<file path="config.mk">
export PLATFORM = sky130hd
export DESIGN_NAME = im2col_address_generator_top
export DESIGN_NICKNAME = d
export VERILOG_FILES = /design/src/rtl/i2cag_pkg.sv /design/src/rtl/im2col_address_generator_top.sv /design/src/rtl/i2cag_cfg_regs.sv /design/src/rtl/i2cag_div_pipe.sv /design/src/rtl/i2cag_addr_pipe.sv
export SDC_FILE = /design/constraint.sdc
export NUM_CORES = 2
export LEC_CHECK = 0
export ABC_CLOCK_PERIOD_IN_PS = 9080
export BUFFER_PORTS_ARGS = -buffer_cell sky130_fd_sc_hd__buf_4
export CORE_MARGIN = 1.5
export CORE_UTILIZATION = 61
export CTS_CLUSTER_DIAMETER = 60
export CTS_CLUSTER_SIZE = 28
export DETAILED_ROUTE_END_ITERATION = 10
export PLACE_DENSITY = 0.75
export SLEW_MARGIN = 0
export SYNTH_ARGS = -nofsm -noshare
export SYNTH_HDL_FRONTEND = slang
export SYNTH_HIERARCHICAL = 1
export SYNTH_SLANG_ARGS = --single-unit
</file>
<file path="constraint.sdc">
create_clock -name clk -period 9.08 [get_ports clk]
set_clock_uncertainty 0.1 [all_clocks]
set_input_delay 0.454 -clock clk [delete_from_list [all_inputs] [get_ports clk]]
set_output_delay 0.454 -clock clk [all_outputs]
set_load 0.01 [all_outputs]
</file>
<file path="src/rtl/i2cag_pkg.sv">
// Types, widths and register codes for the im2col address generator.
// No dependencies; imported by every module of the block.
package i2cag_pkg;

  localparam int BATCH_W    = 8;
  localparam int POS_W      = 10;
  localparam int PATCH_W    = 18;
  localparam int ADDR_W     = 38;
  localparam int SMALL_W    = 4;
  localparam int DIM_W      = 11;

  localparam int DIVIDEND_W         = PATCH_W;
  localparam int DIVISOR_W          = DIM_W;
  localparam int DIV_BITS_PER_STAGE = 3;
  localparam int DIV_STAGES         = DIVIDEND_W / DIV_BITS_PER_STAGE;
  localparam int ADDR_STAGES        = 4;
  localparam int PIPE_LATENCY       = 2 * DIV_STAGES + ADDR_STAGES;

  localparam int CFG_DATA_W = 32;
  localparam int CFG_ADDR_W = 5;
  localparam int REG_IDX_W  = CFG_ADDR_W - 2;

  localparam logic [REG_IDX_W-1:0] REG_STRIDE       = 3'd0;
  localparam logic [REG_IDX_W-1:0] REG_PAD          = 3'd1;
  localparam logic [REG_IDX_W-1:0] REG_KERNEL_DIM   = 3'd2;
  localparam logic [REG_IDX_W-1:0] REG_IMAGE_HEIGHT = 3'd3;
  localparam logic [REG_IDX_W-1:0] REG_IMAGE_WIDTH  = 3'd4;
  localparam logic [REG_IDX_W-1:0] REG_CHANNELS_IN  = 3'd5;

  localparam logic [SMALL_W-1:0] RST_STRIDE       = 4'd1;
  localparam logic [SMALL_W-1:0] RST_PAD          = 4'd0;
  localparam logic [SMALL_W-1:0] RST_KERNEL_DIM   = 4'd3;
  localparam logic [DIM_W-1:0]   RST_IMAGE_HEIGHT = 11'd1;
  localparam logic [DIM_W-1:0]   RST_IMAGE_WIDTH  = 11'd1;
  localparam logic [DIM_W-1:0]   RST_CHANNELS_IN  = 11'd1;

  typedef struct packed {
    logic [BATCH_W-1:0] batch_index;
    logic [POS_W-1:0]   out_row;
    logic [POS_W-1:0]   out_col;
    logic [PATCH_W-1:0] patch_col;
  } in_t;

  typedef struct packed {
    logic [ADDR_W-1:0] src_address;
    logic              is_padding;
  } res_t;

  typedef struct packed {
    logic [SMALL_W-1:0] stride;
    logic [SMALL_W-1:0] pad;
    logic [SMALL_W-1:0] kernel_dim;
    logic [DIM_W-1:0]   image_height;
    logic [DIM_W-1:0]   image_width;
    logic [DIM_W-1:0]   channels_in;
    logic [SMALL_W-1:0] kernel_eff;   // zero read as one
    logic [DIM_W-1:0]   chan_eff;     // zero read as one
  } cfg_t;

  // fields carried alongside the divider pipelines
  typedef struct packed {
    logic [BATCH_W-1:0] batch_index;
    logic [POS_W-1:0]   out_row;
    logic [POS_W-1:0]   out_col;
    logic [DIM_W-1:0]   chan;
  } side_t;

endpackage

</file>
<file path="src/rtl/im2col_address_generator_top.sv">
// Top level of the im2col address generator: config registers, two divider
// pipelines and the address pipeline. Depends on i2cag_pkg and the three submodules.
//
// Usage:
//   Input: drive in_data and raise start; a transaction is taken at each rising
//   edge with start high and busy low. busy is high during reset and clears once
//   reset is released; then one transaction per cycle is taken back to back.
//   Output: out_valid strobes for one cycle with out_data (source address and
//   padding flag). Results come out in input order, one per transaction.
//   Pipeline: 6 stages for patch column / channels, 6 for the kernel split
//   (3 quotient bits per stage each), 4 for coordinates and address math.
//   Throughput: one transaction per cycle.
//   Configuration: APB writes, pready tied high; write only while no
//   transaction is in flight.
//   Reset: rst_n low clears all in-flight transactions and loads register
//   defaults. The receiver cannot stall; results are never held.
module im2col_address_generator_top (
  input  logic                             clk,
  input  logic                             rst_n,
  input  logic                             start,
  output logic                             busy,
  input  i2cag_pkg::in_t                   in_data,
  output logic                             out_valid,
  output i2cag_pkg::res_t                  out_data,
  input  logic                             psel,
  input  logic                             penable,
  input  logic                             pwrite,
  input  logic [i2cag_pkg::CFG_ADDR_W-1:0] paddr,
  input  logic [i2cag_pkg::CFG_DATA_W-1:0] pwdata,
  output logic [i2cag_pkg::CFG_DATA_W-1:0] prdata,
  output logic                             pready
);
  import i2cag_pkg::*;

  cfg_t                  cfg;
  logic                  busy_r;
  logic                  accept;
  side_t                 side_in, side_mid, side_mid_out, side_out;
  logic                  vld_mid, vld_out;
  logic [DIVIDEND_W-1:0] pix, kr;
  logic [DIVISOR_W-1:0]  chan, kc_wide;

  always_ff @(posedge clk) begin
    if (!rst_n) begin
      busy_r <= 1'b1;
    end else begin
      busy_r <= 1'b0;
    end
  end

  assign busy   = busy_r;
  assign accept = start & ~busy_r;

  i2cag_cfg_regs u_cfg (
    .clk     (clk),
    .rst_n   (rst_n),
    .psel    (psel),
    .penable (penable),
    .pwrite  (pwrite),
    .paddr   (paddr),
    .pwdata  (pwdata),
    .prdata  (prdata),
    .pready  (pready),
    .cfg     (cfg)
  );

  always_comb begin
    side_in.batch_index = in_data.batch_index;
    side_in.out_row     = in_data.out_row;
    side_in.out_col     = in_data.out_col;
    side_in.chan        = '0;
  end

  // patch column -> pixel index, channel
  i2cag_div_pipe u_div_chan (
    .clk       (clk),
    .rst_n     (rst_n),
    .in_valid  (accept),
    .dividend  (in_data.patch_col),
    .divisor   (cfg.chan_eff),
    .in_side   (side_in),
    .out_valid (vld_mid),
    .quotient  (pix),
    .remainder (chan),
    .out_side  (side_mid)
  );

  always_comb begin
    side_mid_out      = side_mid;
    side_mid_out.chan = chan;
  end

  // pixel index -> kernel row, kernel column
  i2cag_div_pipe u_div_kern (
    .clk       (clk),
    .rst_n     (rst_n),
    .in_valid  (vld_mid),
    .dividend  (pix),
    .divisor   (DIVISOR_W'(cfg.kernel_eff)),
    .in_side   (side_mid_out),
    .out_valid (vld_out),
    .quotient  (kr),
    .remainder (kc_wide),
    .out_side  (side_out)
  );

  i2cag_addr_pipe u_addr (
    .clk       (clk),
    .rst_n     (rst_n),
    .cfg       (cfg),
    .in_valid  (vld_out),
    .kr        (kr),
    .kc        (kc_wide[SMALL_W-1:0]),
    .in_side   (side_out),
    .out_valid (out_valid),
    .out_data  (out_data)
  );

endmodule

</file>
<file path="src/rtl/i2cag_cfg_regs.sv">
// APB-style configuration registers for the im2col address generator.
// Depends on i2cag_pkg.
module i2cag_cfg_regs (
  input  logic                             clk,
  input  logic                             rst_n,
  input  logic                             psel,
  input  logic                             penable,
  input  logic                             pwrite,
  input  logic [i2cag_pkg::CFG_ADDR_W-1:0] paddr,
  input  logic [i2cag_pkg::CFG_DATA_W-1:0] pwdata,
  output logic [i2cag_pkg::CFG_DATA_W-1:0] prdata,
  output logic                             pready,
  output i2cag_pkg::cfg_t                  cfg
);
  import i2cag_pkg::*;

  logic [SMALL_W-1:0]   stride_r;
  logic [SMALL_W-1:0]   pad_r;
  logic [SMALL_W-1:0]   kernel_dim_r;
  logic [DIM_W-1:0]     image_height_r;
  logic [DIM_W-1:0]     image_width_r;
  logic [DIM_W-1:0]     channels_in_r;
  logic [REG_IDX_W-1:0] idx;
  logic                 wr_en;

  assign pready = 1'b1;
  assign idx    = paddr[CFG_ADDR_W-1:2];
  assign wr_en  = psel & penable & pwrite & pready;

  always_ff @(posedge clk) begin
    if (!rst_n) begin
      stride_r       <= RST_STRIDE;
      pad_r          <= RST_PAD;
      kernel_dim_r   <= RST_KERNEL_DIM;
      image_height_r <= RST_IMAGE_HEIGHT;
      image_width_r  <= RST_IMAGE_WIDTH;
      channels_in_r  <= RST_CHANNELS_IN;
    end else if (wr_en) begin
      unique case (idx)
        REG_STRIDE:       stride_r       <= pwdata[SMALL_W-1:0];
        REG_PAD:          pad_r          <= pwdata[SMALL_W-1:0];
        REG_KERNEL_DIM:   kernel_dim_r   <= pwdata[SMALL_W-1:0];
        REG_IMAGE_HEIGHT: image_height_r <= pwdata[DIM_W-1:0];
        REG_IMAGE_WIDTH:  image_width_r  <= pwdata[DIM_W-1:0];
        REG_CHANNELS_IN:  channels_in_r  <= pwdata[DIM_W-1:0];
        default: ;
      endcase
    end
  end

  always_comb begin
    unique case (idx)
      REG_STRIDE:       prdata = {{(CFG_DATA_W-SMALL_W){1'b0}}, stride_r};
      REG_PAD:          prdata = {{(CFG_DATA_W-SMALL_W){1'b0}}, pad_r};
      REG_KERNEL_DIM:   prdata = {{(CFG_DATA_W-SMALL_W){1'b0}}, kernel_dim_r};
      REG_IMAGE_HEIGHT: prdata = {{(CFG_DATA_W-DIM_W){1'b0}}, image_height_r};
      REG_IMAGE_WIDTH:  prdata = {{(CFG_DATA_W-DIM_W){1'b0}}, image_width_r};
      REG_CHANNELS_IN:  prdata = {{(CFG_DATA_W-DIM_W){1'b0}}, channels_in_r};
      default:          prdata = '0;
    endcase
  end

  always_comb begin
    cfg.stride       = stride_r;
    cfg.pad          = pad_r;
    cfg.kernel_dim   = kernel_dim_r;
    cfg.image_height = image_height_r;
    cfg.image_width  = image_width_r;
    cfg.channels_in  = channels_in_r;
    cfg.kernel_eff   = (kernel_dim_r == '0) ? SMALL_W'(1) : kernel_dim_r;
    cfg.chan_eff     = (channels_in_r == '0) ? DIM_W'(1) : channels_in_r;
  end

endmodule

</file>
<file path="src/rtl/i2cag_div_pipe.sv">
// Pipelined restoring divider, a few quotient bits per stage, sideband carried along.
// Depends on i2cag_pkg. Divisor must be nonzero and held stable while items are in flight.
module i2cag_div_pipe (
  input  logic                             clk,
  input  logic                             rst_n,
  input  logic                             in_valid,
  input  logic [i2cag_pkg::DIVIDEND_W-1:0] dividend,
  input  logic [i2cag_pkg::DIVISOR_W-1:0]  divisor,
  input  i2cag_pkg::side_t                 in_side,
  output logic                             out_valid,
  output logic [i2cag_pkg::DIVIDEND_W-1:0] quotient,
  output logic [i2cag_pkg::DIVISOR_W-1:0]  remainder,
  output i2cag_pkg::side_t                 out_side
);
  import i2cag_pkg::*;

  logic [DIV_STAGES-1:0] vld_r;
  logic [DIVIDEND_W-1:0] rq_r   [DIV_STAGES];  // dividend shifts out, quotient shifts in
  logic [DIVISOR_W-1:0]  rem_r  [DIV_STAGES];
  side_t                 side_r [DIV_STAGES];

  for (genvar s = 0; s < DIV_STAGES; s++) begin : gen_stage
    logic                  vld_in;
    logic [DIVIDEND_W-1:0] rq_in;
    logic [DIVISOR_W-1:0]  rem_in;
    side_t                 side_in;
    logic [DIVIDEND_W-1:0] rq_nxt;
    logic [DIVISOR_W-1:0]  rem_nxt;

    if (s == 0) begin : gen_head
      assign vld_in  = in_valid;
      assign rq_in   = dividend;
      assign rem_in  = '0;
      assign side_in = in_side;
    end else begin : gen_body
      assign vld_in  = vld_r[s-1];
      assign rq_in   = rq_r[s-1];
      assign rem_in  = rem_r[s-1];
      assign side_in = side_r[s-1];
    end

    always_comb begin
      logic [DIVISOR_W:0] trial;
      rq_nxt  = rq_in;
      rem_nxt = rem_in;
      for (int b = 0; b < DIV_BITS_PER_STAGE; b++) begin
        trial  = {rem_nxt, rq_nxt[DIVIDEND_W-1]};
        rq_nxt = {rq_nxt[DIVIDEND_W-2:0], 1'b0};
        if (trial >= {1'b0, divisor}) begin
          trial     = trial - {1'b0, divisor};
          rq_nxt[0] = 1'b1;
        end
        rem_nxt = trial[DIVISOR_W-1:0];
      end
    end

    always_ff @(posedge clk) begin
      if (!rst_n) begin
        vld_r[s] <= 1'b0;
      end else begin
        vld_r[s] <= vld_in;
      end
    end

    always_ff @(posedge clk) begin
      rq_r[s]   <= rq_nxt;
      rem_r[s]  <= rem_nxt;
      side_r[s] <= side_in;
    end
  end

  assign out_valid = vld_r[DIV_STAGES-1];
  assign quotient  = rq_r[DIV_STAGES-1];
  assign remainder = rem_r[DIV_STAGES-1];
  assign out_side  = side_r[DIV_STAGES-1];

endmodule

</file>
<file path="src/rtl/i2cag_addr_pipe.sv">
// Source pixel, bounds check and NHWC address: four register stages.
// Depends on i2cag_pkg; fed by the kernel-offset divider.
module i2cag_addr_pipe (
  input  logic                          clk,
  input  logic                          rst_n,
  input  i2cag_pkg::cfg_t               cfg,
  input  logic                          in_valid,
  input  logic [i2cag_pkg::PATCH_W-1:0] kr,
  input  logic [i2cag_pkg::SMALL_W-1:0] kc,
  input  i2cag_pkg::side_t              in_side,
  output logic                          out_valid,
  output i2cag_pkg::res_t               out_data
);
  import i2cag_pkg::*;

  localparam int PROD_W = POS_W + SMALL_W;
  localparam int SPOS_W = PATCH_W + 2;       // signed pixel coordinate
  localparam int A1_W   = BATCH_W + DIM_W + 1;
  localparam int A2_W   = A1_W + DIM_W + 1;

  // stage A: pixel coordinates and padding flag
  logic [PROD_W-1:0]  rprod, cprod;
  logic [SPOS_W-1:0]  row_nxt, col_nxt;
  logic               outside_nxt;
  logic               vld_a_r, pad_a_r;
  logic [DIM_W-1:0]   row_a_r, col_a_r, chan_a_r;
  logic [BATCH_W-1:0] batch_a_r;

  assign rprod   = PROD_W'(in_side.out_row) * PROD_W'(cfg.stride);
  assign cprod   = PROD_W'(in_side.out_col) * PROD_W'(cfg.stride);
  assign row_nxt = SPOS_W'(kr) + SPOS_W'(rprod) - SPOS_W'(cfg.pad);
  assign col_nxt = SPOS_W'(kc) + SPOS_W'(cprod) - SPOS_W'(cfg.pad);
  // a negative coordinate also reads as huge unsigned; sign bit kept for clarity
  assign outside_nxt = row_nxt[SPOS_W-1] | col_nxt[SPOS_W-1] |
                       (row_nxt >= SPOS_W'(cfg.image_height)) |
                       (col_nxt >= SPOS_W'(cfg.image_width));

  // stage B: batch*H + row
  logic [A1_W-1:0]  a1_nxt, a1_b_r;
  logic             vld_b_r, pad_b_r;
  logic [DIM_W-1:0] col_b_r, chan_b_r;

  assign a1_nxt = A1_W'(batch_a_r) * A1_W'(cfg.image_height) + A1_W'(row_a_r);

  // stage C: (...)*W + col
  logic [A2_W-1:0]  a2_nxt, a2_c_r;
  logic             vld_c_r, pad_c_r;
  logic [DIM_W-1:0] chan_c_r;

  assign a2_nxt = A2_W'(a1_b_r) * A2_W'(cfg.image_width) + A2_W'(col_b_r);

  // stage D: (...)*Cin + channel, wraps at the address width
  logic [ADDR_W-1:0] a3_nxt;
  logic              out_valid_r;
  res_t              out_data_r;

  assign a3_nxt = ADDR_W'(a2_c_r) * ADDR_W'(cfg.channels_in) + ADDR_W'(chan_c_r);

  always_ff @(posedge clk) begin
    if (!rst_n) begin
      vld_a_r     <= 1'b0;
      vld_b_r     <= 1'b0;
      vld_c_r     <= 1'b0;
      out_valid_r <= 1'b0;
    end else begin
      vld_a_r     <= in_valid;
      vld_b_r     <= vld_a_r;
      vld_c_r     <= vld_b_r;
      out_valid_r <= vld_c_r;
    end
  end

  always_ff @(posedge clk) begin
    pad_a_r   <= outside_nxt;
    row_a_r   <= row_nxt[DIM_W-1:0];
    col_a_r   <= col_nxt[DIM_W-1:0];
    chan_a_r  <= in_side.chan;
    batch_a_r <= in_side.batch_index;

    a1_b_r    <= a1_nxt;
    pad_b_r   <= pad_a_r;
    col_b_r   <= col_a_r;
    chan_b_r  <= chan_a_r;

    a2_c_r    <= a2_nxt;
    pad_c_r   <= pad_b_r;
    chan_c_r  <= chan_b_r;

    out_data_r.src_address <= pad_c_r ? '0 : a3_nxt;
    out_data_r.is_padding  <= pad_c_r;
  end

  assign out_valid = out_valid_r;
  assign out_data  = out_data_r;

endmodule

</file>
==> results.json <==
{
  "run_status": "finished clean",
  "cts-root-to-sink-buffers": 3,
  "layout.cells.most_common_list": "972 x sky130_fd_sc_hd__dfxtp_1, 902 x sky130_fd_sc_hd__inv_1, 711 x sky130_fd_sc_hd__nand2_1",
  "drt-met1-wl_um": 64200,
  "cts.htree.levels": 3,
  "worstMarginPinSlew_ps": 1240,
  "layout.cells.non_filler": 8695,
  "hold_path_class": "input pin to flip-flop",
  "grt_max_degree": 75,
  "path_delay_family": "compound AO/OA/AOI/OAI gates",
  "cts.sinks": 973,
  "syn_to_final_growth_pct": 8.35,
  "dr_wl_met3_um": 6900,
  "dieWidth_um": 336,
  "timing.final.crit_period_ps": 8550,
  "worstHoldPathCells": 3,
  "critical_path_depth": 31,
  "setup_repair_after_global_routing_missed_its_margin": "no",
  "slew_headroom_pct": 17.2,
  "clock_insertion_delay_worst_skew_ps": 680,
  "fin_setup_tns_ps": 0,
  "yosysWarnings": 6,
  "num_io_pins": 163,
  "post_synth_instance_area_sq_um": 67500,
  "cts_tree": "yes",
  "setup.worst_path.end_class": "flip-flop",
  "criticalPathCategory": "flip-flop to flip-flop",
  "critPathMaxStageDelay_ps": 580,
  "layout.nets": 8514,
  "fmaxAchievable_mhz": 117,
  "vias_per_std_cell": 5.60,
  "placement_rows": 121,
  "syn_avg_cell_area_sq_um": 9.57,
  "dr.first_iter.drc_count": 2714,
  "globalRoute.totalOverflow": 0,
  "dr.pass1.iters": 6,
  "crit_slowest_cell": "sky130_fd_sc_hd__nor3b_2",
  "finalWeightedCongestion": 0.916,
  "io_buffer_count": 117,
  "floorplan.initialDensity_pct": 61.8,
  "worstPathArrival_ps": 9010,
  "met2WireLength_um": 75200,
  "cts_made_buffers": 76,
  "clkSlewWorstSetupHoldPaths_ps": 100,
  "routed_wire_length_per_instance_um": 17.3,
  "dp_hpwl_um": 117000,
  "period_utilization_pct": 94.1,
  "critical_path_peak_fanout": 37,
  "final_antenna_violating_net_count": 0,
  "cell_count_after_synthesis": 7058,
  "cells_after_dpl": 8508,
  "grt_pass1_vias": 49300,
  "most_common_cell_after_layout_fill_and_taps_aside": "sky130_fd_sc_hd__dfxtp_1",
  "count_of_buffer_and_inverter_cells_on_the_critical_path": 7,
  "grt_util_all_layers_pct": 26.8,
  "start_kind": "flip-flop",
  "finished_layout_cell_area_sq_um": 73200,
  "dr.max_layer_used": "met4",
  "clock_tree.root_cell": "sky130_fd_sc_hd__clkbuf_16",
  "die_height_um": 336,
  "post_route_cells_drive_above_1_share_pct": 7.58,
  "route.detailed.drc": 0,
  "post-cts-setup-buffers": 0,
  "reg2regPathDepth": 31,
  "worst_path_required_ps": 9550,
  "finalHoldViolCount": 0,
  "drv.max_cap_violation_count": 0,
  "fillers": 8600,
  "number_of_pins_with_negative_max_slew_slack_in_the_final_report": 0,
  "initial_antenna_violation_count": 0,
  "finish.utilization_pct": 66.9,
  "detailed_route_wl_um": 151000,
  "placeableCoreArea_sq_um": 109000,
  "finalSetupViolations": 0,
  "dpl_cell_area_sq_um": 69700,
  "floorplan.die_area_sq_um": 113000,
  "grt_first_pass_wirelength_um": 245000,
  "vias": 48700
}
repair_timing:
action / 4_1_cts / 5_1_grt
gates resized for setup: 0 / 3
hold buffers: 49 / 0
endpoints found under the setup margin: 0 / 13
endpoints found under the hold margin: 48 / 0
area by class of cell:
| type | count | area, sq um | share of cell area [%] |
|---|---|---|---|
| Tap cell | 1476 | 1850 | 2.52 |
| Antenna cell | 4 | 10.0 | 0.0137 |
| Clock inverter | 51 | 928 | 1.27 |
| Multi-Input combinational cell | 4971 | 43700 | 59.7 |
| Timing Repair Buffer | 225 | 1810 | 2.48 |
| Clock buffer | 83 | 2000 | 2.73 |
| Inverter | 912 | 3420 | 4.68 |
| Sequential cell | 973 | 19500 | 26.6 |
routing by layer:
metal  vias up  track usage [%]
li1      23500                -
met1     23800             32.6
met2      1121             49.0
met3       252             3.56
met4         0             8.08
met5         -                0
state kept, by name (all words and copies together) (netlist names), 20 cells and up:
signal,cells
u_div_kern/side_r,234
u_div_chan/side_r,168
u_div_chan/rq_r,108
u_div_kern/rq_r,108
u_div_chan/rem_r,66
u_div_kern/rem_r,59
u_addr/out_data,39
u_addr/a2_c_r,32
u_addr/a1_b_r,20
worst reg2reg max path: cells and delay by family (launching register included):
family | cells | cell delay (ps)
flops | 1 | 340
simple gates | 8 | 1650
fa+ha+maj | 3 | 1160
compound gates | 13 | 3070
buf+inv | 7 | 2110
metrics by stage:
stage / hold slack [ps] / setup WS [ps]
2_1_floorplan: 210 / 1420
3_3_place_gp: 209 / 874
3_5_place_dp: 212 / 663
4_1_cts: 2.45 / 583
5_1_grt: 27.5 / 22.5
6_report: 47.7 / 534
final timing paths:
kind / startpoint / to / slack [ps]
worst max-delay path: u_cfg/channels_in_r[4]$_SDFFE_PN0P_ / u_div_chan/rem_r[3][7]$_DFF_P_ / 530
worst min-delay path: pwdata[4] / u_cfg/image_width_r[4]$_SDFFE_PN0P_ / 50
worst max register to register: u_cfg/channels_in_r[4]$_SDFFE_PN0P_ / u_div_chan/rem_r[3][7]$_DFF_P_ / 530
worst min register to register: u_div_chan/side_r[4][34]$_DFF_P_ / u_div_chan/side_r[5][34]$_DFF_P_ / 190
Power is left out: the tool's default activity adds up to more than one toggle a clock period on the data nets, which glitch-free logic cannot reach.
